File: config.mk
export PLATFORM = sky130hd
export DESIGN_NAME = lkap_div
export DESIGN_NICKNAME = d
export VERILOG_FILES = /design/src/hdl/lkap_pkg.sv /design/src/hdl/lkap_div.sv
export SDC_FILE = /design/constraint.sdc
export NUM_CORES = 2
export LEC_CHECK = 0
export BUFFER_PORTS_ARGS = -buffer_cell sky130_fd_sc_hd__clkbuf_2
export CAP_MARGIN = 20
export CORE_MARGIN = 4
export CORE_UTILIZATION = 65
export CTS_BUF_LIST = sky130_fd_sc_hd__clkbuf_8
export CTS_CLUSTER_SIZE = 25
export DETAILED_ROUTE_END_ITERATION = 10
export GPL_ROUTABILITY_DRIVEN = 1
export PLACE_DENSITY = 0.83
export SLEW_MARGIN = 20
export SYNTH_ARGS = -nofsm -noshare
export SYNTH_HDL_FRONTEND = slang
export SYNTH_SLANG_ARGS = --single-unit
File: constraint.sdc
create_clock -name clk -period 8.8 [get_ports clk]
set_input_delay 0.88 -clock clk [delete_from_list [all_inputs] [get_ports clk]]
set_output_delay 0.88 -clock clk [all_outputs]
set_load 0.01 [all_outputs]
File: src/hdl/lkap_pkg.sv
// shared types and constants for the luma key alpha premultiply core
`timescale 1ns / 1ps
package lkap_pkg;

	// configuration register indexes
	localparam logic [1:0] REG_GRAY_ENABLE = 2'd0;
	localparam logic [1:0] REG_KEY_ENABLE  = 2'd1;
	localparam logic [1:0] REG_THRESHOLD   = 2'd2;
	localparam logic [1:0] REG_EDGE        = 2'd3;

	localparam int CFG_W = 17;

	// q1.16 one
	localparam logic [16:0] Q_ONE = 17'd65536;

	// luma = floor((sum * 8192 + 15937) / 31875) via reciprocal and one correction
	localparam logic [30:0] LUMA_ROUND = 31'd15937;
	localparam logic [31:0] LUMA_DIV   = 32'd31875;
	localparam logic [62:0] LUMA_RECIP = 63'd2207646877;

	// quotient steps of the fade band divider
	localparam int DIV_STEPS = 17;

	// estimate of floor(y / 255) for y below 2^17: (y * 32897) >> 23, at most one too high
	localparam logic [32:0] DIV255_RECIP = 33'd32897;

	// how the fade of a pixel is decided
	typedef enum logic [1:0] {
		FADE_NONE,
		FADE_FULL,
		FADE_BAND
	} fade_mode_t;

	// pixel data that travels along the pipeline
	typedef struct packed {
		logic [2:0][7:0] c;
		logic [7:0]      a;
		logic [16:0]     luma;
		logic            fe;
		fade_mode_t      mode;
	} pix_t;

endpackage

File: src/hdl/lkap_div.sv
// pipelined restoring divider for the fade band position, one quotient bit a stage
`timescale 1ns / 1ps
module lkap_div (
	input  logic              clk,
	input  logic              arst_n,
	input  logic              en,
	input  logic              in_vld,
	input  logic [31:0]       num,
	input  logic [16:0]       den,
	input  lkap_pkg::pix_t    in_pix,
	output logic              out_vld,
	output logic [16:0]       quo,
	output lkap_pkg::pix_t    out_pix
);
	import lkap_pkg::*;

	// stage registers, index k holds the item after k quotient bits
	logic              vld_s [1:DIV_STEPS];
	logic [16:0]       rem_s [1:DIV_STEPS];
	logic [16:0]       quo_s [1:DIV_STEPS];
	logic [31:0]       num_s [1:DIV_STEPS];
	logic [16:0]       den_s [1:DIV_STEPS];
	pix_t              pix_s [1:DIV_STEPS];

	genvar k;
	generate
		for (k = 0; k < DIV_STEPS; k++) begin : g_step
			logic        vld_src;
			logic [16:0] rem_src;
			logic [16:0] quo_src;
			logic [31:0] num_src;
			logic [16:0] den_src;
			pix_t        pix_src;
			logic [17:0] trial;
			logic        take;

			// stage source: ports for the first step, previous stage after
			if (k == 0) begin : g_first
				assign vld_src = in_vld;
				assign rem_src = {2'b00, num[31:17]};
				assign quo_src = '0;
				assign num_src = num;
				assign den_src = den;
				assign pix_src = in_pix;
			end else begin : g_next
				assign vld_src = vld_s[k];
				assign rem_src = rem_s[k];
				assign quo_src = quo_s[k];
				assign num_src = num_s[k];
				assign den_src = den_s[k];
				assign pix_src = pix_s[k];
			end

			// shift in the next numerator bit and try the subtraction
			assign trial = {rem_src, num_src[DIV_STEPS - 1 - k]};
			assign take  = trial >= {1'b0, den_src};

			always_ff @(posedge clk or negedge arst_n) begin
				if (!arst_n) begin
					vld_s[k + 1] <= 1'b0;
				end else if (en) begin
					vld_s[k + 1] <= vld_src;
				end
			end

			always_ff @(posedge clk) begin
				if (en) begin
					rem_s[k + 1] <= take ? 17'(trial - {1'b0, den_src}) : trial[16:0];
					quo_s[k + 1] <= {quo_src[15:0], take};
					num_s[k + 1] <= num_src;
					den_s[k + 1] <= den_src;
					pix_s[k + 1] <= pix_src;
				end
			end
		end
	endgenerate

	assign out_vld = vld_s[DIV_STEPS];
	assign quo     = quo_s[DIV_STEPS];
	assign out_pix = pix_s[DIV_STEPS];

endmodule

==> flow_summary.toml <==
[run_status]
status = "finished clean"

[clock_network]
clock_sinks = 1734
ctsRootBufferMaster = "clkbuf_8"
cts_tree = "built"
insertion_delay_ns = 0.92
cts_buffers = 286
clk_pin_slew_ns = 0.06
cts_buffer_depth = 4
cts_max_level = 5
post_cts_buffers = 0
cts_resized = 0

[global_route]
grt.busiest_layer = "met2"
grt_max_degree = 180
use_met3_pct = 3.31
use_met1_pct = 20.1
grt_use_total_pct = 17.8
antenna_found_initial = 1
grt-ovfl-total = 0
met2_usage_pct = 32.3
grt_pass1_vias = 34800
grt_pass1_wl_um = 163000

[floorplanning]
initial_core_util_pct = 65.5
core_um2 = 105000
die-area_um2 = 111000
pin_count = 175
die_x_um = 334
die_h_um = 334
num_rows = 119

[timing]
final.period_utilization_pct = 45.0
hold_slack_ns = 0.142
setup_viol = 0
layout_min_cycle_time_ns = 3.96
fmax_mhz = 253
finClkSkew_ns = 0.0852
tns_ns = 0
worst_pin_slew_ns = 1.00
rsz0062_at_grt = "false"
hold_viol_final = 0
max_slew_margin_pct = 33.4
slew_violations = 0

[setup_path]
cp_slowest_cell = "a31oi_2"
arrival_ns = 4.54
critPathKind = "flip-flop to flip-flop"
slowest_delay_ns = 0.48
crit_chain = "inv_1 -> ha_1 -> inv_1 -> fa_1 -> a21o_1 -> a21oi_1 -> o21ai_0 -> a31oi_1 -> o21ai_0 -> a31oi_2 -> buf_4 -> mux2_2"
crit_required_ns = 9.39
cp_num_buf_inv = 3
cp_max_fo = 21
cpLargestDelayFamily = "compound AO/OA/AOI/OAI gates"
start_kind = "flip-flop"
crit_path_end_kind = "flip-flop"
r2r_slack_ns = 4.84

[power_and_ir_drop]
combPwrFrac_pct = 26.6
ir_drop_uv = 188
p_sw_share_pct = 28.6
leakagePower_nw = 29.2
power-per-cell-area_nw_per_um2 = 304
pwr-share-seq_pct = 47.9
p_int_w = 0.0166
p_sw_w = 0.00663
power_frac_clock_pct = 25.4

[synth]
syn-cell-area_um2 = 69000
synth-seq-cells = 1734
synthTopCellsByArea = "edfxtp_1 (75%), ha_1 (5.2%), mux2_2 (2.6%)"
synth_edf_count = 1717
synth_nets = 4617
ys.flop_type = "edfxtp_1"
yosysTopAreaCell = "edfxtp_1"
synth.distinct_cells = 76
synthCells = 4208
ys_seq_area_share_pct = 75.3
ys_warn_count = 0
async_reset_ff_share_pct = 0.980
synth_top_area_share_pct = 74.7
syn_area_per_cell_um2 = 16.4

[final_layout]
fillers = 6295
seq_area_um2 = 52000
multi_input_area_um2 = 15400
drive_gt1_share_pct = 14.9
layout_commonest_cell = "edfxtp_1"
syn_to_final_growth_pct = 10.8
nets = 5051
layout_common_cells = "edfxtp_1 (1,717), inv_1 (471), clkbuf_8 (292), ha_1 (288), a21oi_1 (217)"

[drt]
drt_iter0_markers = 1996
dr.pass1.iters = 5
via_count = 34100
ant_nets = 0
routed_wl_um = 98900
wl_per_cell_um = 15.9
via_per_inst = 5.49
drc = 0

[hold_path]
hold_class = "input pin to flip-flop"

[placed_design]
dp_hpwl_um = 65100
globalplace.congestion = 0.899
port-buffer-count = 174

[job]
max_cap_violations = 0
==> power groups by stage <==
stage	sequential (W)	combinational [W]	clock, W
4_1_cts	0.0111	0.00617	0.00613
5_1_grt	0.0112	0.00690	0.00653
3_5_place_dp	0.0113	0.00612	0
2_1_floorplan	0.0111	0.00489	0
6_report	0.0111	0.00619	0.00590
3_3_place_gp	0.0112	0.00590	0
==> cells in the mapped netlist (8+ instances only) <==
library cell	count
mux2_4	8
or2_2	10
a21oi_1	217
o21bai_1	33
and3_1	16
o21ai_0	161
or3_1	17
mux2_2	162
o31ai_1	13
o21a_1	30
o211ai_1	22
buf_2	14
fa_1	16
nand2_1	191
a31oi_1	30
nand3_1	55
nor2b_1	22
xor2_1	73
mux2i_1	18
nand2b_1	28
xnor2_1	136
nor2_1	160
dfrtp_1	17
edfxtp_1	1717
a211o_1	9
inv_1	381
a211oi_1	22
a21o_1	79
clkbuf_1	28
nand4_1	41
ha_1	288
nor3_1	63
==> kinds of logic after synthesis <==
logic type,count (synthesis),synth area share (%)
buf+inv,430,2.39
xor+xnor,209,2.65
compound gates,700,6.44
fa+ha+maj,304,5.69
mux,189,3.10
simple gates,642,4.40
flops,1734,75.3
==> path summary, 6_finish.rpt <==
| check | to | startpoint | cells after the start |
|---|---|---|---|
| max in group asynchronous | g_step[1].vld_src | arst_n | 2 |
| min in group asynchronous | g_step[9].vld_src | arst_n | 2 |
| hold / removal | pix_s[0][62] | in_pix[10] | 1 |
| setup / recovery | rem_s[0][156] | num_s[0][264] | 12 |
| setup reg to reg | rem_s[0][156] | num_s[0][264] | 12 |
| hold reg to reg | pix_s[0][325] | pix_s[0][273] | 0 |
==> routing by layer <==
metal  vias to the layer above  share of wire, %  routed length (um)
met5                         -                 0                   0
met4                         0               4.0                3960
met3                       308               3.7                3710
met2                       745                53               52800
met1                     16300                39               38400
li1                      16800                 -                   -
==> area by class of cell <==
cell class                 instances  area share, %
antenna                            1        0.00327
inverter                         381           1.87
timing repair buffer             195           1.49
clock inverter                   176           1.00
tap                             1391           2.28
clock buffer                     292           5.26
multi-input combinational       2044           20.1
sequential                      1734           68.0
==> registers in the layout, indices dropped and copies added, names as in the netlist <==
register / flops
den_s: 272
g_step.vld_src: 16
num_s: 136
out_vld: 1
pix_s: 884
quo_s: 153
rem_s: 272
==> metrics by stage <==
step                      setup WS, ns  util (%)  power [W]  cells  cell area (um2)
after floorplan                   5.36         -     0.0160   4208            69000
after global routing              4.65      72.6     0.0247   6214            76500
after detailed placement          4.64      68.1     0.0174   5744            71700
final                             4.84      72.6     0.0232   6214            76500
after global placement            4.77      68.1     0.0171   5743            71700
after CTS                         4.59      72.6     0.0234   6213            76500
==> what timing repair did <==
action,4_1_cts,5_1_grt
endpoints found under the setup margin,0,0
hold endpoints to repair,17,0
hold buffers,1,0
Note: power is estimated with default switching activity, not from simulation.
